`src/design/idec_pkg.sv`:
```
// ----------------------------------------------------------------------------
// idec_pkg
// shared types and constants for the signed integer to decimal text block
// ----------------------------------------------------------------------------
package idec_pkg;

  localparam int VALUE_W      = 32;
  localparam int CHAR_W       = 8;
  localparam int DIGIT_W      = 4;
  localparam int MAX_DIGITS   = 10;
  localparam int DIG_IDX_W    = $clog2(MAX_DIGITS);
  localparam int QUEUE_DEPTH  = 2;

  // floor(n / 10) == (n * RECIP_TEN) >> RECIP_SHIFT for every 32-bit n
  localparam logic [VALUE_W-1:0] RECIP_TEN   = 32'hCCCC_CCCD;
  localparam int                 RECIP_SHIFT = 35;
  localparam logic [7:0]         RADIX       = 8'd10;

  localparam logic [CHAR_W-1:0] CHAR_ZERO  = 8'd48;
  localparam logic [CHAR_W-1:0] CHAR_MINUS = 8'd45;

  typedef struct packed {
    logic               negative;
    logic [VALUE_W-1:0] mag;
  } idec_item_t;

endpackage

```
`src/design/idec_front.sv`:
```
// ----------------------------------------------------------------------------
// idec_front
// input side: takes one value a beat while the queue is not full, splits it into sign and magnitude
// ----------------------------------------------------------------------------
module idec_front (
  input  logic                                  in_valid,
  output logic                                  in_stall,
  input  logic signed [idec_pkg::VALUE_W-1:0]   in_value,
  output logic                                  push,
  output idec_pkg::idec_item_t                  push_item,
  input  logic                                  queue_full
);
  import idec_pkg::*;

  logic [VALUE_W-1:0] raw;

  assign raw      = VALUE_W'(in_value);
  assign in_stall = queue_full;
  assign push     = in_valid && !queue_full;

  // two's complement negation also covers the most negative value
  assign push_item.negative = raw[VALUE_W-1];
  assign push_item.mag      = raw[VALUE_W-1] ? (VALUE_W'(0) - raw) : raw;

endmodule

```
`config.mk`:
```
export PLATFORM = sky130hd
export DESIGN_NAME = idec_front
export DESIGN_NICKNAME = d
export VERILOG_FILES = /design/src/design/idec_pkg.sv /design/src/design/idec_front.sv
export SDC_FILE = /design/constraint.sdc
export NUM_CORES = 1
export LEC_CHECK = 0
export ABC_CLOCK_PERIOD_IN_PS = 3250
export BUFFER_PORTS_ARGS = -buffer_cell sky130_fd_sc_hd__buf_2
export CAP_MARGIN = 40
export CORE_MARGIN = 5
export CORE_UTILIZATION = 44
export DETAILED_ROUTE_END_ITERATION = 10
export PLACE_DENSITY = 0.95
export SETUP_SLACK_MARGIN = 0.5
export SLEW_MARGIN = 20
export SYNTH_ARGS = -nofsm -noshare
export SYNTH_HDL_FRONTEND = slang
export SYNTH_SLANG_ARGS = --single-unit
```
`constraint.sdc`:
```
create_clock -name vclk -period 3.25
set_clock_uncertainty 0.2 [all_clocks]
set_input_delay 0.325 -clock vclk [all_inputs]
set_output_delay 0.325 -clock vclk [all_outputs]
set_load 0.01 [all_outputs]
```
==> results of run 1 <==
[final cells by class]
class | count | area (um^2)
timing repair buffer | 72 | 368
inverter | 3 | 11.3
multi-input combinational | 92 | 729
tap | 25 | 31.3
fill | 167 | 587
[routing by layer]
metal / share of wire [%] / vias up / global-route usage (%)
li1: - / 518 / -
met5: 0 / - / 0
met2: 56 / 49 / 38.0
met3: 8.4 / 2 / 1.14
met4: 0.53 / 0 / 1.28
met1: 35 / 477 / 17.7
[worst max path at each step]
stage	from	slack, ns	to	depth (start not counted)
after detailed placement	in_value[1]	0.60	push_item[28]	8
after global placement	in_value[1]	0.69	push_item[28]	8
after floorplan	in_value[1]	1.02	push_item[28]	6
after CTS	in_value[1]	0.60	push_item[28]	8
after global routing	in_value[1]	0.56	push_item[28]	8
final	in_value[1]	0.67	push_item[28]	8
[cells by family (layout without fill, tap and decap cells)]
logic type               count (synthesis)  after routing  share of synthesized area (%)
AO/OA/AOI/OAI                           27             27                           29.3
adder cells (fa/ha/maj)                  1              1                           1.57
AND/OR/NAND/NOR                         35             35                           29.0
buffers and inverters                   12             75                           8.19
XOR/XNOR                                29             29                           32.0
[through the flow]
stage / std cells / setup slack (ns) / total power [uW] / hold WS, ns / util (%)
after floorplan: 104 / 1.02 / 89.6 / 0.496 / -
after global placement: 189 / 0.689 / 167 / 0.650 / 64.7
after detailed placement: 189 / 0.602 / 171 / 0.654 / 64.7
after CTS: 189 / 0.600 / 172 / 0.654 / 64.7
after global routing: 192 / 0.558 / 187 / 0.668 / 66.0
final: 192 / 0.673 / 171 / 0.650 / 66.0
[power groups by stage]
stage	logic, uW	clock network [uW]	registers (uW)
after floorplan	89.6	0	0
after global placement	167	0	0
final	171	0	0
after CTS	172	0	0
after global routing	187	0	0
after detailed placement	171	0	0
[cell usage in the layout, fill, tap and decap left out]
master / instances
o31ai_4: 1
nand3_2: 1
or3_4: 1
ha_1: 1
inv_1: 3
o41ai_2: 3
nor4_1: 2
buf_2: 69
o31ai_1: 13
xnor2_1: 29
nand3_1: 2
nand3b_1: 1
nand2b_1: 1
nor4_2: 1
nor3_1: 3
o41ai_1: 4
nor4_4: 2
buf_4: 3
or4_1: 1
nor2_1: 7
nor2b_1: 1
or3_1: 1
nand4_1: 2
or4b_4: 1
o21ai_0: 6
nand2_1: 8
==> results_dict.tcl, run 1 <==
set metrics [dict create \
    hold_buffers 0 \
    layout-drive-gt1-share_pct 49.1 \
    yosys.area.top_type_share_pct 32.0 \
    holdPathEnd "in_stall" \
    dieArea_um2 2760 \
    synth_seq_area_share_pct 0 \
    drtAntennaViolNets 0 \
    hp-class "input port to output pin" \
    net-switching-power_uw 91.8 \
    arrival_ns 2.05 \
    netlist_area_um2 795 \
    seq_area_um2 0 \
    p_sw_share_pct 53.7 \
    drv_cap 0 \
    hold_path_depth 2 \
    outcome "completed" \
    area_growth_pct 43.5 \
    post-dp-hpwl_um 2120 \
    cpMostUsedCell "buf_2" \
    finalSetupTns_ns 0 \
    wl_um 2470 \
    cp_max_fo 8 \
    yosysTopAreaCell "xnor2_1" \
    max_slew.worst_pin.slew_ns 0.554 \
    grt_pass1_vias 954 \
    relSlewSlack_pct 63.1 \
    fin_nets 204 \
    ir_drop_uv 80.8 \
    power.share.combinational_pct 100.0 \
    clock_buffers 0 \
    die_height_um 52.5 \
    grt-ovfl-total 0 \
    row_count 15 \
    seq_cell_count 0 \
    wl_per_cell_um 12.9 \
    finalCriticalPeriod_ns 2.58 \
    hold_start "queue_full" \
    synthTopCellsByCount "xnor2_1 (29), o31ai_1 (13), nand2_1 (8), nor2_1 (7), o21ai_0 (6)" \
    cp-start-kind "input port" \
    drt_pass1_iterations 4 \
    die_x_um 52.5 \
    stdcell_area_um2 1140 \
    cp_slowest_stage_delay_ns 0.52 \
    syn_nets 139 \
    drt_iter0_markers 18 \
    port_buffers 69 \
    rsz0062_at_grt "false" \
    grt_pass1_wl_um 3860 \
    yosysMostFrequentCell "xnor2_1" \
    antenna_found_initial 0 \
    critical_path.endpoint_type "output pin" \
    worst-path-buf-inv 3 \
    cp.required_ns 2.72 \
    syn_avg_cell_area_um2 7.64 \
    min_period_over_period_pct 79.3 \
    fmax_ghz 0.388 \
    p_seq_share_pct 0 \
    vias 1046 \
    clkPwrFrac_pct 0 \
    place_congestion 0.784 \
    synthCells 104 \
    p_leak_uw 0.000459 \
    crit_family "simple AND/OR/NAND/NOR gates" \
    powerDensity_nw_per_um2 150 \
    ioPinCount 69 \
    n_antenna_cell 0 \
    slowest_stage "or4b_4" \
    ctsResizeCount 0 \
    coreArea_um2 1730 \
    maxSlewViolCount 0 \
    ys_warn_count 0 \
    ys_types 29 \
    place_area_um2 1120 \
    cts_setup_buffers 0 \
    grt_use_total_pct 17.4 \
    grt_max_degree 34 \
    hold_viol_final 0 \
    drc 0 \
    initial_core_util_pct 46.0 \
    critPathKind "input port to output pin" \
    viasPerCell 5.45 \
    crit_chain "buf_2 > inv_1 > ha_1 > or4b_4 > or3_4 > o31ai_4 > xnor2_1 > buf_2" \
    p_int_uw 79.1 \
    yosys-top-cells-area "xnor2_1 (32%), o31ai_1 (12%), o41ai_2 (6.1%)" \
    finalSetupViolations 0 \
]
No activity file was read; power rests on OpenSTA's default activity.
==> run 2: changes to the inputs <==
--- a/config.mk
+++ b/config.mk
@@ -5,13 +5,15 @@
 export SDC_FILE = /design/constraint.sdc
 export NUM_CORES = 1
 export LEC_CHECK = 0
-export ABC_CLOCK_PERIOD_IN_PS = 3250
+export ABC_AREA = 1
+export ABC_CLOCK_PERIOD_IN_PS = 2200
 export BUFFER_PORTS_ARGS = -buffer_cell sky130_fd_sc_hd__buf_2
 export CAP_MARGIN = 40
+export CORE_ASPECT_RATIO = 0.7
 export CORE_MARGIN = 5
-export CORE_UTILIZATION = 44
+export CORE_UTILIZATION = 40
 export DETAILED_ROUTE_END_ITERATION = 10
-export PLACE_DENSITY = 0.95
+export PLACE_DENSITY = 0.87
 export SETUP_SLACK_MARGIN = 0.5
 export SLEW_MARGIN = 20
 export SYNTH_ARGS = -nofsm -noshare
==> constraint.sdc (replaced) <==
create_clock -name vclk -period 2.2
set_clock_uncertainty 0.2 [all_clocks]
set_input_delay 0.22 -clock vclk [all_inputs]
set_output_delay 0.22 -clock vclk [all_outputs]
set_load 0.01 [all_outputs]
==> run 2 against run 1 <==
  * Sequential share of layout area unchanged
  * Critical path type unchanged
  * Cell count rose by 68%
  * Worst setup slack worse by 0.16 ns
  * First-iteration DRC count rose to 5.3 times the previous value
  * Utilization down 0.63 points
  * Synthesized area increased by 28%
  * Total power up 88%
  * Global-route usage is essentially flat
  * Synthesized cell count increased by 110%
  * Non-clock buffer count rose by 2
  * Sequential cell count unchanged
  * Combinational power grew 88%
==> results_dict.tcl, run 2 <==
set metrics [dict create \
    synthTopCellsByCount "nand2_1 (91), nor2_1 (47), inv_1 (21), nand3_1 (15), xnor2_1 (10)" \
    area_growth_pct 57.4 \
    grt-ovfl-total 0 \
    layout_common_cells "nand2_1 (80), buf_2 (63), nor2_1 (30)" \
    yosysMostFrequentCell "nand2_1" \
    setup_slack_ns 0.516 \
    cp_slowest_stage_delay_ns 0.15 \
    drt_pass1_iterations 4 \
    crit_chain "buf_2 > nor2_2 > nand2_2 > nor2_2 > nor2_1 > nor2_4 > nand2_1 > nand2_1 > nand2_1 > buf_2" \
    critPathKind "input port to output pin" \
    fin_nets 325 \
    post-dp-hpwl_um 2840 \
    initial_core_util_pct 41.5 \
    drc 0 \
    antenna_found_initial 0 \
    yosys-top-cells-area "nand2_1 (34%), nor2_1 (17%), xnor2_1 (8.6%)" \
    wl_um 3990 \
    grt_use_total_pct 17.4 \
    netlist_area_um2 1010 \
    finalCriticalPeriod_ns 1.68 \
    synthCells 220 \
    hp-class "input port to output pin" \
    grt.busiest_layer "met2" \
    seq_cell_count 0 \
    cpMostUsedCell "nand2_1" \
    ir_drop_uv 106 \
    min_period_over_period_pct 76.5 \
    ys_warn_count 0 \
    cp-start-kind "input port" \
    hold_viol_final 0 \
    seq_area_um2 0 \
    synth_seq_area_share_pct 0 \
    clock_buffers 0 \
    met1_usage_pct 24.6 \
    grt_max_degree 27 \
    syn_avg_cell_area_um2 4.61 \
    arrival_ns 1.26 \
    finalSetupViolations 0 \
    grt_pass1_vias 1345 \
    slowest_stage "nor2_2" \
    grt_pass1_wl_um 5440 \
    rsz0062_at_grt "true" \
    ys_types 19 \
    syn_nets 255 \
    ioPinCount 69 \
    grt.met2_usage_pct 29.5 \
    power_uw 322 \
    hold_buffers 0 \
    finalSetupTns_ns 0 \
    critical_path.endpoint_type "output pin" \
    maxSlewViolCount 0 \
    viasPerCell 4.92 \
    fmax_ghz 0.594 \
    final_common_cell "nand2_1" \
    die_height_um 52.1 \
    dp_cells 318 \
    die_x_um 70.2 \
    outcome "completed" \
    final_cells 322 \
    yosys.area.top_type_share_pct 33.7 \
    use_met3_pct 2.90 \
    max_slew.worst_pin.slew_ns 0.233 \
    drtAntennaViolNets 0 \
    layout-drive-gt1-share_pct 41.3 \
    coreArea_um2 2440 \
    place_congestion 0.974 \
    p_leak_uw 0.000837 \
    yosysTopAreaCell "nand2_1" \
    n_antenna_cell 0 \
    wl_per_cell_um 12.4 \
    relSlewSlack_pct 84.3 \
    port_buffers 69 \
    row_count 15 \
    cp.required_ns 1.78 \
    dieArea_um2 3660 \
    powerDensity_nw_per_um2 202 \
    cp_max_fo 4 \
    drt_iter0_markers 96 \
    dpl_worst_slack_ns 0.417 \
    drv_cap 0 \
    vias 1583 \
]
## run 2: timing repair
action	4_1_cts	5_1_grt
resized for setup	5	56
gates cloned	0	0
buffers inserted	0	4
pin swaps	2	19
endpoints found under the setup margin	10	23
## run 2: kinds of logic after synthesis
kind of cell | Yosys count | synth area share [%]
AOI/OAI and AO/OA | 7 | 3.70
xor gates and xnor gates | 15 | 13.0
adders and majority gates | 1 | 1.23
buffers and inverters | 28 | 12.1
and+or+nand+nor | 169 | 70.0
## run 2: cell type report
class / instances / area, um^2
well taps: 34 / 42.5
repair buffers: 74 / 428
multi-input cells: 192 / 1040
fillers: 229 / 845
inverters: 22 / 87.6
## run 2: final timing paths
check	slack (ns)	from	end	cells after the start
max	0.52	in_value[11]	push_item[30]	10
min	0.44	in_value[0]	push_item[0]	2
## run 2: power breakdown
part           leakage (uW)  switching [uW]  internal, uW  total, uW
logic              0.000837             187           134        322
registers                 0               0             0          0
clock network             0               0             0          0
## run 2: critical path: cells and delay by family
family                 cells  cell delay [ns]
AND/OR/NAND/NOR            8             0.76
buffers and inverters      2             0.26
## run 2: layer usage
metal	up-vias	routed length, um
met5	-	0
met4	0	108
met3	12	396
met2	98	1820
met1	671	1660
li1	802	-
## run 2: through the flow
| step | hold slack (ns) | area [um^2] | utilization (%) |
|---|---|---|---|
| finish | 0.435 | 1600 | 65.4 |
| global route | 0.442 | 1600 | 65.4 |
| CTS | 0.442 | 1390 | 57.0 |
| detailed placement | 0.442 | 1370 | 56.1 |
| global placement | 0.439 | 1370 | 56.1 |
| floorplan | 0.288 | 1010 | - |
==> run 3: changes to the inputs <==
--- a/config.mk
+++ b/config.mk
@@ -6,7 +6,7 @@
 export NUM_CORES = 1
 export LEC_CHECK = 0
 export ABC_AREA = 1
-export ABC_CLOCK_PERIOD_IN_PS = 2200
+export ABC_CLOCK_PERIOD_IN_PS = 1540
 export BUFFER_PORTS_ARGS = -buffer_cell sky130_fd_sc_hd__buf_2
 export CAP_MARGIN = 40
 export CORE_ASPECT_RATIO = 0.7
==> constraint.sdc (replaced) <==
create_clock -name vclk -period 1.54
set_clock_uncertainty 0.2 [all_clocks]
set_input_delay 0.154 -clock vclk [all_inputs]
set_output_delay 0.154 -clock vclk [all_outputs]
set_load 0.01 [all_outputs]
==> run 3 against run 2 <==
  * The run now fails in global routing
  * Synthesized area is the same
  * Synthesized cell count is the same
==> results_dict.tcl, run 3 <==
set metrics [dict create \
    outcome "did not finish" \
    flow.stopped_at "global routing" \
    error "[ERROR DPL-0033] detailed placement checks failed during check placement." \
    yosys-top-cells-area "nand2_1 (34%), nor2_1 (17%), xnor2_1 (8.6%)" \
    synthTopCellsByCount "nand2_1 (91), nor2_1 (47), inv_1 (21), nand3_1 (15), xnor2_1 (10)" \
    synth_seq_area_share_pct 0 \
    row_count 15 \
    netlist_area_um2 1010 \
    grt_max_degree 21 \
    port_buffers 69 \
    die_x_um 70.2 \
    ys_types 19 \
    place_congestion 0.902 \
    die_height_um 52.1 \
    ys_warn_count 0 \
    antenna_found_initial 0 \
    yosysTopAreaCell "nand2_1" \
    dp_cells 329 \
    syn_nets 255 \
    post-dp-hpwl_um 3140 \
    initial_core_util_pct 41.5 \
    yosysMostFrequentCell "nand2_1" \
    grt_worst_setup_endpoint "push_item[18]" \
    yosys.area.top_type_share_pct 33.7 \
    ioPinCount 69 \
    worst-ep-kind "output port" \
    syn_avg_cell_area_um2 4.61 \
    synthCells 220 \
]
run 3: kinds of logic after synthesis:
| logic type | count (synthesis) | synth area share [%] |
|---|---|---|
| fa+ha+maj | 1 | 1.23 |
| compound gates | 7 | 3.70 |
| simple gates | 169 | 70.0 |
| xor+xnor | 15 | 13.0 |
| buf+inv | 28 | 12.1 |
run 3: what timing repair did:
action,in CTS
pin swaps,47
endpoints found under the setup margin,31
gates resized for setup,91
setup buffers,7
hold buffers,0
run 3: metrics by stage:
step	area, um^2	utilization, %	setup slack, ns
after global placement	1650	67.4	-0.0525
after CTS	2010	82.5	-0.0144
after floorplan	1220	-	0.325
after detailed placement	1650	67.4	-0.0761
==> run 4: changes to the inputs <==
--- a/config.mk
+++ b/config.mk
@@ -6,15 +6,13 @@
 export NUM_CORES = 1
 export LEC_CHECK = 0
 export ABC_AREA = 1
-export ABC_CLOCK_PERIOD_IN_PS = 1540
+export ABC_CLOCK_PERIOD_IN_PS = 2000
 export BUFFER_PORTS_ARGS = -buffer_cell sky130_fd_sc_hd__buf_2
 export CAP_MARGIN = 40
-export CORE_ASPECT_RATIO = 0.7
-export CORE_MARGIN = 5
-export CORE_UTILIZATION = 40
+export CORE_AREA = 5 5 66 68
 export DETAILED_ROUTE_END_ITERATION = 10
-export PLACE_DENSITY = 0.87
-export SETUP_SLACK_MARGIN = 0.5
+export DIE_AREA = 0 0 71 73
+export PLACE_DENSITY_LB_ADDON = 0.15
 export SLEW_MARGIN = 20
 export SYNTH_ARGS = -nofsm -noshare
 export SYNTH_HDL_FRONTEND = slang
==> constraint.sdc (replaced) <==
create_clock -name vclk -period 2
set_clock_uncertainty 0.2 [all_clocks]
set_input_delay 0.2 -clock vclk [all_inputs]
set_output_delay 0.2 -clock vclk [all_outputs]
set_load 0.01 [all_outputs]
==> run 4 against run 3 <==
  * The run now ends clean
==> results_dict.tcl, run 4 (synthesized netlist as in run 2, its figures left out) <==
set metrics [dict create \
    fin_nets 321 \
    antenna_found_initial 0 \
    place_area_um2 1390 \
    layout-drive-gt1-share_pct 29.2 \
    dieArea_um2 5180 \
    seq_cell_count 0 \
    die_x_um 71 \
    p_leak_uw 0.000780 \
    place_congestion 0.805 \
    arrival_ns 1.35 \
    critPathKind "input port to output pin" \
    max_slew.worst_pin.slew_ns 0.327 \
    wl_um 3410 \
    grt_pass1_wl_um 5770 \
    hold_path_depth 2 \
    initial_core_util_pct 26.7 \
    finalSetupTns_ns 0 \
    final_common_cell "nand2_1" \
    finalCriticalPeriod_ns 1.75 \
    drc 0 \
    ioPinCount 69 \
    outcome "completed" \
    drt_iter0_markers 64 \
    ir_drop_uv 87.6 \
    crit_chain "buf_2 > inv_1 > ha_1 > nand3_1 > nand2_1 > inv_1 > nor2_2 > nand2_1 > nand2_1 > nand2_1 > buf_2" \
    vias 1434 \
    holdPathEnd "in_stall" \
    hold_viol_final 0 \
    worst-path-buf-inv 4 \
    finalSetupViolations 0 \
    drtAntennaViolNets 0 \
    cp_max_fo 4 \
    relSlewSlack_pct 78.2 \
    whs_ns 0.398 \
    hold_start "queue_full" \
    grt_pass1_vias 1370 \
    clock_buffers 0 \
    stdcell_area_um2 1390 \
    area_growth_pct 37.0 \
    coreArea_um2 3800 \
    powerDensity_nw_per_um2 215 \
    grt_use_total_pct 13.1 \
    crit_family "simple AND/OR/NAND/NOR gates" \
    layout_common_cells "nand2_1 (91), buf_2 (69), nor2_1 (47)" \
    maxSlewViolCount 0 \
    fmax_ghz 0.570 \
    critical_path.endpoint_type "output pin" \
    cpMostUsedCell "nand2_1" \
    viasPerCell 4.29 \
    cp-start-kind "input port" \
    hp-class "input port to output pin" \
    hold_buffers 0 \
    drv_cap 0 \
    cts_setup_buffers 0 \
    grt_max_degree 18 \
    post-dp-hpwl_um 3050 \
    min_period_over_period_pct 87.7 \
    grt-ovfl-total 0 \
    slowest_stage "ha_1" \
    ctsResizeCount 0 \
    seq_area_um2 0 \
    n_antenna_cell 0 \
    rsz0062_at_grt "false" \
    port_buffers 69 \
    wl_per_cell_um 10.2 \
    drt_pass1_iterations 4 \
    cp_slowest_stage_delay_ns 0.20 \
    die_height_um 73 \
    cp.required_ns 1.60 \
    row_count 23 \
]
run 4: how the worst max path moves through the flow:
stage,cells after the start,to,slack [ns],from
6_report,11,push_item[22],0.25,in_value[0]
5_1_grt,11,push_item[24],0.09,in_value[0]
4_1_cts,11,push_item[24],0.23,in_value[0]
3_5_place_dp,11,push_item[24],0.24,in_value[0]
3_3_place_gp,11,push_item[24],0.26,in_value[0]
2_1_floorplan,8,push_item[18],0.58,in_value[0]
run 4: routing by layer:
layer / vias to the layer above / part of all wire (%) / track usage (%) / wire [um]
met1: 589 / 47 / 17.6 / 1610
met4: 0 / 0 / 0 / 0
met5: - / 0 / 0 / 0
met2: 47 / 46 / 23.9 / 1560
li1: 798 / - / - / -
met3: 0 / 7.3 / 1.38 / 248
run 4: metrics by stage:
step,worst slack [ns],instances,power (uW),utilization [%]
after floorplan,0.576,220,172,-
after global placement,0.258,334,302,36.6
after detailed placement,0.236,334,301,36.6
after CTS,0.229,334,303,36.6
after global routing,0.0887,334,339,36.6
final,0.247,334,298,36.6
run 4: area by class of cell:
class              instances  area (um^2)
well taps                 50         62.6
fillers                  491         2410
inverters                 22         82.6
multi-input cells        192          891
repair buffers            70          353
run 4: power breakdown:
part	internal [uW]	total [uW]	switching (uW)
Combinational	123	298	175
Sequential	0	0	0
Clock	0	0	0
Total	123	298	175
