## config.mk

```make
export PLATFORM = sky130hd
export DESIGN_NAME = idec_queue
export DESIGN_NICKNAME = d
export VERILOG_FILES = /design/src/design/idec_pkg.sv /design/src/design/idec_queue.sv
export SDC_FILE = /design/constraint.sdc
export NUM_CORES = 1
export LEC_CHECK = 0
export BUFFER_PORTS_ARGS = -buffer_cell sky130_fd_sc_hd__buf_4
export CORE_ASPECT_RATIO = 1.4
export CORE_MARGIN = 8
export CORE_UTILIZATION = 46
export CTS_CLUSTER_SIZE = 20
export DETAILED_ROUTE_END_ITERATION = 8
export GPL_ROUTABILITY_DRIVEN = 1
export PLACE_DENSITY = 0.74
export SYNTH_ARGS = -nofsm -noshare
export SYNTH_HDL_FRONTEND = slang
export SYNTH_SLANG_ARGS = --single-unit
```

## constraint.sdc

```tcl
create_clock -name clk -period 2.2 [get_ports clk]
set_input_delay 0.33 -clock clk [delete_from_list [all_inputs] [get_ports clk]]
set_output_delay 0.33 -clock clk [all_outputs]
set_load 0.01 [all_outputs]
```

## src/design/idec_pkg.sv

```systemverilog
// ----------------------------------------------------------------------------
// idec_pkg
// shared types and constants for the signed integer to decimal text block
// ----------------------------------------------------------------------------
package idec_pkg;

  localparam int VALUE_W      = 32;
  localparam int CHAR_W       = 8;
  localparam int DIGIT_W      = 4;
  localparam int MAX_DIGITS   = 10;
  localparam int DIG_IDX_W    = $clog2(MAX_DIGITS);
  localparam int QUEUE_DEPTH  = 2;

  // floor(n / 10) == (n * RECIP_TEN) >> RECIP_SHIFT for every 32-bit n
  localparam logic [VALUE_W-1:0] RECIP_TEN   = 32'hCCCC_CCCD;
  localparam int                 RECIP_SHIFT = 35;
  localparam logic [7:0]         RADIX       = 8'd10;

  localparam logic [CHAR_W-1:0] CHAR_ZERO  = 8'd48;
  localparam logic [CHAR_W-1:0] CHAR_MINUS = 8'd45;

  typedef struct packed {
    logic               negative;
    logic [VALUE_W-1:0] mag;
  } idec_item_t;

endpackage

```

## src/design/idec_queue.sv

```systemverilog
// ----------------------------------------------------------------------------
// idec_queue
// short fifo between the classifying front and the converting back
// ----------------------------------------------------------------------------
module idec_queue #(
  parameter int DEPTH = idec_pkg::QUEUE_DEPTH
) (
  input  logic                 clk,
  input  logic                 rst_n,
  input  logic                 push,
  input  idec_pkg::idec_item_t push_item,
  output logic                 full,
  output logic                 pop_valid,
  output idec_pkg::idec_item_t pop_item,
  input  logic                 pop
);
  import idec_pkg::*;

  localparam int PTR_W = (DEPTH > 1) ? $clog2(DEPTH) : 1;
  localparam int CNT_W = $clog2(DEPTH + 1);

  idec_item_t       mem_r [DEPTH];
  logic [PTR_W-1:0] wr_ptr_r, wr_ptr_nxt;
  logic [PTR_W-1:0] rd_ptr_r, rd_ptr_nxt;
  logic [CNT_W-1:0] count_r, count_nxt;

  assign full      = (count_r == CNT_W'(DEPTH));
  assign pop_valid = (count_r != '0);
  assign pop_item  = mem_r[rd_ptr_r];

  always_comb begin
    wr_ptr_nxt = wr_ptr_r;
    rd_ptr_nxt = rd_ptr_r;
    count_nxt  = count_r;
    if (push) begin
      wr_ptr_nxt = (wr_ptr_r == PTR_W'(DEPTH - 1)) ? '0 : wr_ptr_r + 1'b1;
    end
    if (pop) begin
      rd_ptr_nxt = (rd_ptr_r == PTR_W'(DEPTH - 1)) ? '0 : rd_ptr_r + 1'b1;
    end
    if (push && !pop) begin
      count_nxt = count_r + 1'b1;
    end else if (pop && !push) begin
      count_nxt = count_r - 1'b1;
    end
  end

  always_ff @(posedge clk) begin
    if (!rst_n) begin
      wr_ptr_r <= '0;
      rd_ptr_r <= '0;
      count_r  <= '0;
    end else begin
      wr_ptr_r <= wr_ptr_nxt;
      rd_ptr_r <= rd_ptr_nxt;
      count_r  <= count_nxt;
    end
  end

  always_ff @(posedge clk) begin
    if (push) begin
      mem_r[wr_ptr_r] <= push_item;
    end
  end

endmodule

```

==> metrics, run 1 <==
number of standard cells in the layout, taps in and fillers out=281; number of vias per cell=4.88; share of the clock period used by the worst path after layout=90.9%; initial cell density of the core=47.4%; static leakage power=0.00132 uW; number of I/O port buffers=71; number of nets still failing antenna checks after routing=0; count of instances resized after the clock tree is built=0; die footprint=8350 sq um; CTS max path bufs=2; worst hold path class=in2reg; clock insertion delay at the later pin of the skew report=0.33 ns; CP endpoint kind=primary output; number of cells in the design after placement=265; fin nets=246; setup repair after global routing missed its margin=false; area of the mapped netlist=2600 sq um; worst setup margin=0.200 ns; setup clock skew after layout=0.00628 ns; worst slack at placement=0.528 ns; via count of the first global-routing pass=1556; number of buffers added for setup after CTS=0; capture endpoint of the worst hold path=mem_r[1][22]$_DFFE_PP_; last weighted congestion value of the routability-driven placer=0.689; Root Buffer=clkbuf_8; standard-cell rows=32; leading cell types in the layout, fill and taps excluded=75 x buf_4, 66 x edfxtp_1, 33 x mux2_2; kind of critical path=reg2out; post-synthesis cell count=125; wire length per cell after detailed routing=17.8 um; cell depth of the worst hold path=1; Starting DRT DRC Count=83; number of warning messages in the yosys log=0; # IOs=72; Reg-to-Reg Start=wr_ptr_r$_SDFFE_PN0P_; number of hold buffers added after cts=0; distinct cell type count of the synthesized netlist=17; Max Clock Freq=500 MHz; number of synthesized flops with an enable pin=66; Clock Pin Slew Worst Setup and Hold Paths=0.07 ns; TritonCTS clock tree=done; result of the run=finished, final reports clean; Worst Setup Start Kind=flip-flop; nets in the synthesized netlist=163; gr ovfl total=0; actual transition at the worst max-transition pin=0.498 ns; number of antenna violations at the first check in global routing=0; worst path buffer plus inverter count=2; longest individual stage delay on the worst path=0.53 ns; pwr/cell area=848 nW/um^2; share of post-route cells with drive strength above 1=58.7%; overall die height=105 um; global-route wire length before repair=7800 um; GRT Total Usage=12.6%; Horiz. Die Dim=79.6 um; # clock sinks=71; Max-Cap Viols=0; Hold Startpoint=push_item[22]; Seq/Total Area, Yosys=80.0%; flops & latches, synth=71; fraction of synthesis flops using an asynchronous set or reset pin=0%; number of inserted diodes=0; number of failing setup endpoints in the final timing report=0; worst endpoint data arrival time=1.67 ns; Area Growth Syn to Fin=31.8%; number of iterations in the first detailed-routing pass=4; core area=5490 sq um; final routed wirelength across all metal layers=5010 um; Total Power=2910 uW; Final Critical Period=2.00 ns; maximum number of pins on one net before global-route repair=21; slack of the worst reg-to-reg path=0.91 ns; number of DRC violations after detailed routing=0; average size of a mapped cell=20.8 sq um; Setup Total Neg Slack=0 ns; H-tree depth reported by CTS=3; top flip-flop cell by instance count after synthesis=edfxtp_1; required arrival time at the worst endpoint=1.87 ns; via count of the routed design=1370; maximum fanout along the worst path=14; CP delay by family, top=flip-flops; cell mode on critical path=buf_4; Slew Limit Fails=0; number of buffers created by CTS=9; CP cell instances=buf_4 -> mux2_2 -> buf_4; final-report hold violation count=0; r2r endpoint=mem_r[0][12]$_DFFE_PP_; number of inserted filler cells in the final layout=410; depth of the worst register-to-register path=2; most common cell after layout, fill and taps aside=buf_4; slowest cell on the critical path=dfxtp_1; Max IR drop VDD=499 uV; remaining max-slew budget at the tightest pin=66.7%
==> logic make-up (layout without fill, tap and decap cells) <==
| group | Yosys count | count (layout) | share of synthesized area [%] |
|---|---|---|---|
| flip-flops | 71 | 71 | 80.0 |
| multiplexers | 33 | 33 | 14.3 |
| AND/OR/NAND/NOR | 9 | 9 | 2.26 |
| buffers and inverters | 5 | 93 | 1.20 |
| AO/OA/AOI/OAI | 3 | 3 | 0.769 |
| XOR/XNOR | 3 | 3 | 1.01 |
| adder cells (fa/ha/maj) | 1 | 1 | 0.481 |
==> final cells by class <==
type	instances	area (sq um)	area share, %
tap	68	85.1	2.48
sequential	71	2080	60.7
clock inverter	5	48.8	1.42
inverter	1	3.75	0.109
timing repair buffer	76	583	17.0
clock buffer	11	131	3.83
multi-input combinational	49	497	14.5
==> worst max-delay path by stage <==
stage                     startpoint                     to  slack [ns]  cells after the start
after global routing       flip-flop           pop_item[14]        0.08                      3
after global placement     flip-flop           pop_item[24]        0.56                      3
final                      flip-flop           pop_item[14]        0.20                      3
after detailed placement   flip-flop           pop_item[24]        0.53                      3
after floorplan                 push  mem_r[0][0]$_DFFE_PP_        0.55                      1
after CTS                  flip-flop           pop_item[24]        0.15                      3
==> cell usage after synthesis, drive strengths merged, types with 2 or more instances <==
master,instances,area share (%)
and2,4,0.96
buf,4,1.1
dfxtp,5,3.8
edfxtp,66,76
mux2,33,14
nor2b,2,0.48
xor2,2,0.67
==> where the power goes <==
part | switching, uW | internal, uW
clock | 435 | 515
combinational | 162 | 216
sequential | 27.7 | 1560
total | 624 | 2290
==> routing by layer <==
metal | global-route usage (%) | vias to the layer above | routed length [um]
met5 | 0 | - | 0
met4 | 6.38 | 0 | 101
met3 | 5.32 | 6 | 282
met2 | 21.9 | 45 | 2830
met1 | 12.1 | 672 | 1790
li1 | - | 647 | -
==> flip-flops by register name (all words and copies together), names as in the netlist, named ones only <==
register  flops
mem_r        66
rd_ptr_r      1
count_r       2
wr_ptr_r      1
==> worst register-to-register path: cells and delay by family (launching register included) <==
kind          cells  cell delay (ns)
simple gates      1             0.43
flops             1             0.34
buf+inv           1             0.23
==> through the flow <==
stage	hold slack, ns	instance area (sq um)	util [%]
5_1_grt	0.162	3430	62.5
3_3_place_gp	0.472	3250	59.3
3_5_place_dp	0.518	3250	59.3
4_1_cts	0.168	3430	62.5
6_report	0.185	3430	62.5
2_1_floorplan	0.429	2610	-
No activity file was read; power rests on OpenSTA's default activity.
==> run 2: changes to the inputs <==
--- a/config.mk
+++ b/config.mk
@@ -6,13 +6,15 @@
 export NUM_CORES = 1
 export LEC_CHECK = 0
 export BUFFER_PORTS_ARGS = -buffer_cell sky130_fd_sc_hd__buf_4
+export CELL_PAD_IN_SITES_DETAIL_PLACEMENT = 0
+export CELL_PAD_IN_SITES_GLOBAL_PLACEMENT = 1
 export CORE_ASPECT_RATIO = 1.4
 export CORE_MARGIN = 8
-export CORE_UTILIZATION = 46
+export CORE_UTILIZATION = 39
 export CTS_CLUSTER_SIZE = 20
 export DETAILED_ROUTE_END_ITERATION = 8
 export GPL_ROUTABILITY_DRIVEN = 1
-export PLACE_DENSITY = 0.74
+export PLACE_DENSITY_LB_ADDON = 0.05
 export SYNTH_ARGS = -nofsm -noshare
 export SYNTH_HDL_FRONTEND = slang
 export SYNTH_SLANG_ARGS = --single-unit
==> run 2 against run 1 <==
Against the previous run:
- cell area decreased by 1.2%
- fmax rose by 10%
- first-iteration DRC count decreased by 11%
- global-route usage decreased by 1.2 points
- sequential power about the same
- worst setup slack better by 0.19 ns
- count of clock-buffer cells in the layout unchanged
- hold slack lost 0.0052 ns
- critical endpoint is now pop_item[17]
- clock power is 16% lower
==> metrics, run 2 (same netlist as run 1, synthesis figures left out) <==
result of the run=finished, final reports clean; count of instances resized after the clock tree is built=0 (unchanged); share of the clock period used by the worst path after layout=82.5% (-8.4 points); maximum fanout along the worst path=21 (+7); die footprint=9580 sq um (+15%); remaining max-slew budget at the tightest pin=66.9% (+0.13 points); static leakage power=0.00129 uW (-1.8%); number of buffers created by CTS=9 (unchanged); setup repair after global routing missed its margin=false; Final Critical Period=1.81 ns (-0.186 ns); stages on the worst setup path=3 (unchanged); final routed wirelength across all metal layers=5050 um (+0.82%); pwr/cell area=813 nW/um^2 (-4.2%); standard-cell rows=35 (+9.4%); via count of the first global-routing pass=1609 (+3.4%); number of iterations in the first detailed-routing pass=4 (unchanged); GRT Total Usage=11.4% (-1.2 points); worst path buffer plus inverter count=2 (unchanged); Worst Setup Start Kind=flip-flop; leading cell types in the layout, fill and taps excluded=76 x buf_4, 66 x edfxtp_1, 33 x mux2_2; global-route wire length before repair=8150 um (+4.5%); CP cell instances=buf_4 -> mux2_2 -> buf_4; setup clock skew after layout=0.00855 ns (+0.00228 ns); # IOs=72 (unchanged); required arrival time at the worst endpoint=1.87 ns (about the same); worst hold path class=in2reg; number of hold buffers added after cts=0 (unchanged); worst slack at placement=0.658 ns (+0.130 ns); Horiz. Die Dim=85.0 um (+6.9%); Slew Limit Fails=0 (unchanged); number of inserted diodes=0 (unchanged); Total Power=2760 uW (-5.4%); Largest register FFs=66 (unchanged); Reg-to-Reg Start=wr_ptr_r$_SDFFE_PN0P_; Clock Pin Slew Worst Setup and Hold Paths=0.07 ns (about the same); wire length per cell after detailed routing=17.7 um (-0.60%); H-tree depth reported by CTS=3 (unchanged); fin nets=246 (unchanged); number of DRC violations after detailed routing=0 (unchanged); Max-Cap Viols=0 (unchanged); number of vias per cell=4.82 (-1.1%); CP delay by family, top=buffers and inverters; number of buffers added for setup after CTS=0 (unchanged); critical path endpoint=pop_item[17]; slack of the worst reg-to-reg path=0.73 ns (-0.18 ns); CP endpoint kind=primary output; core area=6530 sq um (+19%); via count of the routed design=1374 (+0.29%); actual transition at the worst max-transition pin=0.496 ns (-0.00189 ns); # clock sinks=71 (unchanged); number of antenna violations at the first check in global routing=0 (unchanged); Setup Total Neg Slack=0 ns (unchanged); Starting DRT DRC Count=74 (-11%); last weighted congestion value of the routability-driven placer=0.646 (-6.1%); Hold Startpoint=push_item[10]; initial cell density of the core=39.9% (-7.6 points); kind of critical path=reg2out; Most flops, register=mem_r; most common cell after layout, fill and taps aside=buf_4; share of post-route cells with drive strength above 1=58.3% (-0.39 points); longest individual stage delay on the worst path=0.39 ns (-0.14 ns); r2r endpoint=mem_r[1][14]$_DFFE_PP_; clock insertion delay at the later pin of the skew report=0.33 ns (about the same); post-layout utilization of the core=52.0% (-11 points); number of failing setup endpoints in the final timing report=0 (unchanged); Root Buffer=clkbuf_8; cell mode on critical path=buf_4; overall die height=113 um (+7.3%); Max Clock Freq=551 MHz (+10%); cell depth of the worst hold path=1 (unchanged); slowest cell on the critical path=mux2_2; depth of the worst register-to-register path=2 (unchanged); worst setup margin=0.386 ns (+0.186 ns); TritonCTS clock tree=done; maximum number of pins on one net before global-route repair=22 (+4.8%); final-report hold violation count=0 (unchanged); largest registers=mem_r: 66 flops, count_r: 2 flops; CTS max path bufs=2 (unchanged); number of nets still failing antenna checks after routing=0 (unchanged); worst endpoint data arrival time=1.48 ns (-0.19 ns); Max IR drop VDD=395 uV (-21%); gr ovfl total=0 (unchanged); number of I/O port buffers=71 (unchanged); Area Growth Syn to Fin=30.3%; Post-DP HPWL=3700 um
[run 2: cell count changes in the layout (fill, tap and decap cells not counted)]
cell       change
clkinv_2       -2
and2_1         -1
and2_2         +1
buf_12         -1
buf_4          +1
bufinv_16      -1
clkinv_1       +1
[run 2: cell type report]
class                   instances  area, sq um
flip-flops and latches         71         2080
well taps                      74         92.6
inverters                       1         3.75
clock inverters                 3         12.5
repair buffers                 76          571
fillers                       536         3130
multi-input cells              49          498
clock buffers                  11          131
[run 2: how the worst min path moves through the flow]
stage                                          to  slack, ns
final                      mem_r[0][10]$_DFFE_PP_       0.18
after global routing        mem_r[0][4]$_DFFE_PP_       0.16
after CTS                   mem_r[0][6]$_DFFE_PP_       0.16
after detailed placement  count_r[1]$_SDFFE_PN0P_       0.49
after global placement    count_r[1]$_SDFFE_PN0P_       0.48
after floorplan             mem_r[0][0]$_DFFE_PP_       0.43
[run 2: through the flow]
stage,hold slack [ns],cells,instance area [sq um]
2_1_floorplan,0.429,125,2610
3_3_place_gp,0.479,271,3250
3_5_place_dp,0.494,271,3250
4_1_cts,0.158,285,3390
5_1_grt,0.157,285,3390
6_report,0.180,285,3390
[run 2: layer usage]
metal	global-route usage [%]	up-vias	routed length, um
li1	-	643	-
met1	10.8	675	1810
met2	20.1	46	2800
met3	3.80	10	309
met4	7.88	0	133
met5	0	-	0
[run 2: power breakdown]
part | switching (uW) | internal, uW
sequential | 20.4 | 1560
clock | 411 | 387
combinational | 166 | 213
total | 598 | 2160
==> run 3: changes to the inputs <==
--- a/config.mk
+++ b/config.mk
@@ -5,12 +5,13 @@
 export SDC_FILE = /design/constraint.sdc
 export NUM_CORES = 1
 export LEC_CHECK = 0
+export ABC_AREA = 1
 export BUFFER_PORTS_ARGS = -buffer_cell sky130_fd_sc_hd__buf_4
 export CELL_PAD_IN_SITES_DETAIL_PLACEMENT = 0
 export CELL_PAD_IN_SITES_GLOBAL_PLACEMENT = 1
 export CORE_ASPECT_RATIO = 1.4
 export CORE_MARGIN = 8
-export CORE_UTILIZATION = 39
+export CORE_UTILIZATION = 43
 export CTS_CLUSTER_SIZE = 20
 export DETAILED_ROUTE_END_ITERATION = 8
 export GPL_ROUTABILITY_DRIVEN = 1
==> constraint.sdc (replaced) <==
create_clock -name clk -period 1.9 [get_ports clk]
set_input_delay 0.285 -clock clk [delete_from_list [all_inputs] [get_ports clk]]
set_output_delay 0.285 -clock clk [all_outputs]
set_load 0.01 [all_outputs]
==> run 3 against run 2 <==
Against the previous run:
- cell area is 4.3% higher
- sequential share of layout area is 2.5 points lower
- critical endpoint is now pop_item[15]
- count of clock-buffer cells in the layout stayed put
- global-route usage is 0.21 points higher
==> metrics, run 3 <==
fraction of synthesis flops using an asynchronous set or reset pin=0% (unchanged); result of the run=finished, final reports clean; area of the mapped netlist=2770 sq um (+6.2%); number of I/O port buffers=71 (unchanged); CP cell instances=buf_12 -> mux2_4 -> buf_4; Largest register FFs=66 (unchanged); Most flops, register=mem_r; final routed wirelength across all metal layers=5170 um (+2.3%); number of antenna violations at the first check in global routing=0 (unchanged); Final Critical Period=1.80 ns; Cell Area, Placed=3380 sq um (+4.1%); longest individual stage delay on the worst path=0.51 ns (+0.12 ns); r2r endpoint=mem_r[1][4]$_DFFE_PP_; kind of critical path=reg2out; Multi-input gate area=589 sq um (+18%); clock network power share=29.8% (+0.8 points); top cells by area, synth=edfxtp_1 72%, mux2_4 16%, dfxtp_1 3.6%, buf_12 2.2%, nand2_1 1.2%; Clock Pin Slew Worst Setup and Hold Paths=0.07 ns (about the same); leading cell types in the layout, fill and taps excluded=73 x buf_4, 66 x edfxtp_1, 30 x mux2_4; Max-Cap Viols=0 (unchanged); GRT Total Usage=11.6% (+0.21 points); Setup Total Neg Slack=0 ns (unchanged); worst slack on hold paths=0.133 ns (-0.0477 ns); TritonCTS clock tree=done; switching power share of the total=22.2% (+0.53 points); share of the clock period used by the worst path after layout=94.8%; net switching power figure=720 uW (+20%); worst hold path class=in2reg; Slew Limit Fails=0 (unchanged); overall die height=111 um (-1.6%); number of nets still failing antenna checks after routing=0 (unchanged); average size of a mapped cell=20.0 sq um (-3.8%); fin area=3540 sq um (+4.3%); number of iterations in the first detailed-routing pass=4 (unchanged); Root Buffer=clkbuf_8; global-route wire length before repair=8210 um (+0.77%); CTS max path bufs=2 (unchanged); gr ovfl total=0 (unchanged); clock insertion delay at the later pin of the skew report=0.33 ns (about the same); die footprint=9290 sq um (-3.0%); worst endpoint data arrival time=1.52 ns (+0.04 ns); capture endpoint of the worst hold path=mem_r[0][19]$_DFFE_PP_; share of the synthesized area in the top cell type=71.7% (-4.5 points); via count of the routed design=1439 (+4.7%); depth of the worst register-to-register path=3 (+1); post-synthesis cell count=138 (+10%); slowest cell on the critical path=dfxtp_2; number of warning messages in the yosys log=0 (unchanged); Cell Int Power=2520 uW (+17%); nets in the synthesized netlist=176 (+8.0%); Reg-to-Reg Start=wr_ptr_r$_SDFFE_PN0P_; actual transition at the worst max-transition pin=0.468 ns (-0.0283 ns); setup repair after global routing missed its margin=false; static leakage power=0.00145 uW (+12%); proportion of power drawn by combinational gates=13.5% (-0.3 points); Hold Startpoint=push_item[19]; maximum number of pins on one net before global-route repair=34 (+55%); remaining max-slew budget at the tightest pin=68.8% (+2.0 points); Horiz. Die Dim=83.8 um (-1.5%); most repeated cell in the gate-level netlist after synthesis=edfxtp_1; number of DRC violations after detailed routing=0 (unchanged); CP endpoint kind=primary output; standard-cell rows=34 (-2.9%); worst setup margin=0.0990 ns (-0.287 ns); number of inserted filler cells in the final layout=487 (-9.1%); final-report hold violation count=0 (unchanged); core area=6210 sq um (-4.8%); worst slack at placement=0.434 ns (-0.224 ns); H-tree depth reported by CTS=3 (unchanged); most common cell after layout, fill and taps aside=buf_4; pwr/cell area=915 nW/um^2 (+13%); initial cell density of the core=44.5% (+4.6 points); Post-DP HPWL=3700 um (about the same); top cells by count, synth=66 x edfxtp_1, 30 x mux2_4, 9 x nand2_1; number of hold buffers added after cts=0 (unchanged); number of vias per cell=4.85 (+0.50%); wire length per cell after detailed routing=17.4 um (-1.8%); setup clock skew after layout=0.00767 ns (-0.000884 ns); count of instances resized after the clock tree is built=0 (unchanged); share of post-route cells with drive strength above 1=55.1% (-3.2 points); CP delay by family, top=flip-flops; distinct cell type count of the synthesized netlist=14 (-3); fin nets=258 (+4.9%); cell depth of the worst hold path=1 (unchanged); # clock sinks=71 (unchanged); Seq/Total Area, Yosys=75.3% (-4.7 points); number of cells in the design after placement=281 (+3.7%); sequential share of power=56.7% (-0.5 points); register area=2080 sq um (about the same); flops & latches, synth=71 (unchanged); maximum fanout along the worst path=13 (-38%); last weighted congestion value of the routability-driven placer=0.685 (+6.0%); Max IR drop VDD=616 uV (+56%); top flip-flop cell by instance count after synthesis=edfxtp_1; via count of the first global-routing pass=1677 (+4.2%); number of buffers created by CTS=9 (unchanged); number of failing setup endpoints in the final timing report=0 (unchanged); worst path buffer plus inverter count=2 (unchanged); largest registers=mem_r: 66 flops, count_r: 2 flops; Worst Setup Start Kind=flip-flop; slack of the worst reg-to-reg path=0.60 ns (-0.13 ns); # IOs=72 (unchanged); Max Clock Freq=555 MHz; cell taking the most area after synthesis=edfxtp_1; Area Growth Syn to Fin=27.9%; number of standard cells in the layout, taps in and fillers out=297 (+4.2%); number of synthesized flops with an enable pin=66 (unchanged); Starting DRT DRC Count=93 (+26%); number of inserted diodes=0 (unchanged); number of buffers added for setup after CTS=0 (unchanged); required arrival time at the worst endpoint=1.62 ns (-0.25 ns)
-- run 3: cell types whose count changed after synthesis, moves of 2 or more --
cell | before | now
and2_1 | 4 | 0
mux2_4 | 0 | 30
inv_1 | 1 | 8
buf_12 | 0 | 3
buf_4 | 3 | 0
xor2_1 | 2 | 0
nor2b_1 | 2 | 0
nand2_1 | 0 | 9
mux2_2 | 33 | 3
nor2_1 | 0 | 8
-- run 3: cell type report --
type,count,share of cell area [%]
clock buffers,11,3.71
multi-input cells,55,16.7
repair buffers,75,16.6
well taps,72,2.55
inverters,8,0.849
clock inverters,5,0.707
flip-flops and latches,71,58.9
-- run 3: power groups by stage --
stage               logic (uW)  registers (uW)  clock network [uW]
global route               472            1840                1070
floorplan                  248            1860                   0
global placement           434            1870                   0
finish                     436            1840                 965
detailed placement         446            1870                   0
CTS                        447            1840                1010
-- run 3: worst max path at each step --
stage,from,endpoint,cells past startpoint
global placement,flip-flop,pop_item[16],3
detailed placement,flip-flop,pop_item[16],3
finish,flip-flop,pop_item[15],3
CTS,flip-flop,pop_item[16],3
global route,flip-flop,pop_item[15],3
floorplan,wr_ptr_r$_SDFFE_PN0P_,mem_r[0][0]$_DFFE_PP_,1
-- run 3: layer usage --
metal / vias to the layer above / wire length (um) / GRT usage [%] / share of wire (%)
met3: 10 / 377 / 5.37 / 7.3
met4: 0 / 113 / 5.90 / 2.2
met5: - / 0 / 0 / 0
li1: 676 / - / - / -
met1: 705 / 1730 / 10.1 / 34
met2: 48 / 2940 / 21.3 / 57
-- run 3: cell families (layout without fill, tap and decap cells) --
group | after synthesis | after routing | share of synthesized area, %
AOI/OAI and AO/OA | 2 | 2 | 0.362
adders and majority gates | 1 | 1 | 0.452
buffers and inverters | 12 | 99 | 3.67
DFF | 71 | 71 | 75.3
muxes | 33 | 33 | 17.5
and+or+nand+nor | 19 | 19 | 2.71
-- run 3: metrics by stage --
stage	total power, uW	utilization, %
3_3_place_gp	2300	54.4
5_1_grt	3380	57.0
2_1_floorplan	2100	-
3_5_place_dp	2320	54.4
4_1_cts	3290	57.0
6_report	3240	57.0
-- run 3: worst reg2reg max path: stages (launching register included) --
cell,delay (ns)
dfxtp_1,0.39
nand2_1,0.09
inv_1,0.06
buf_4,0.40
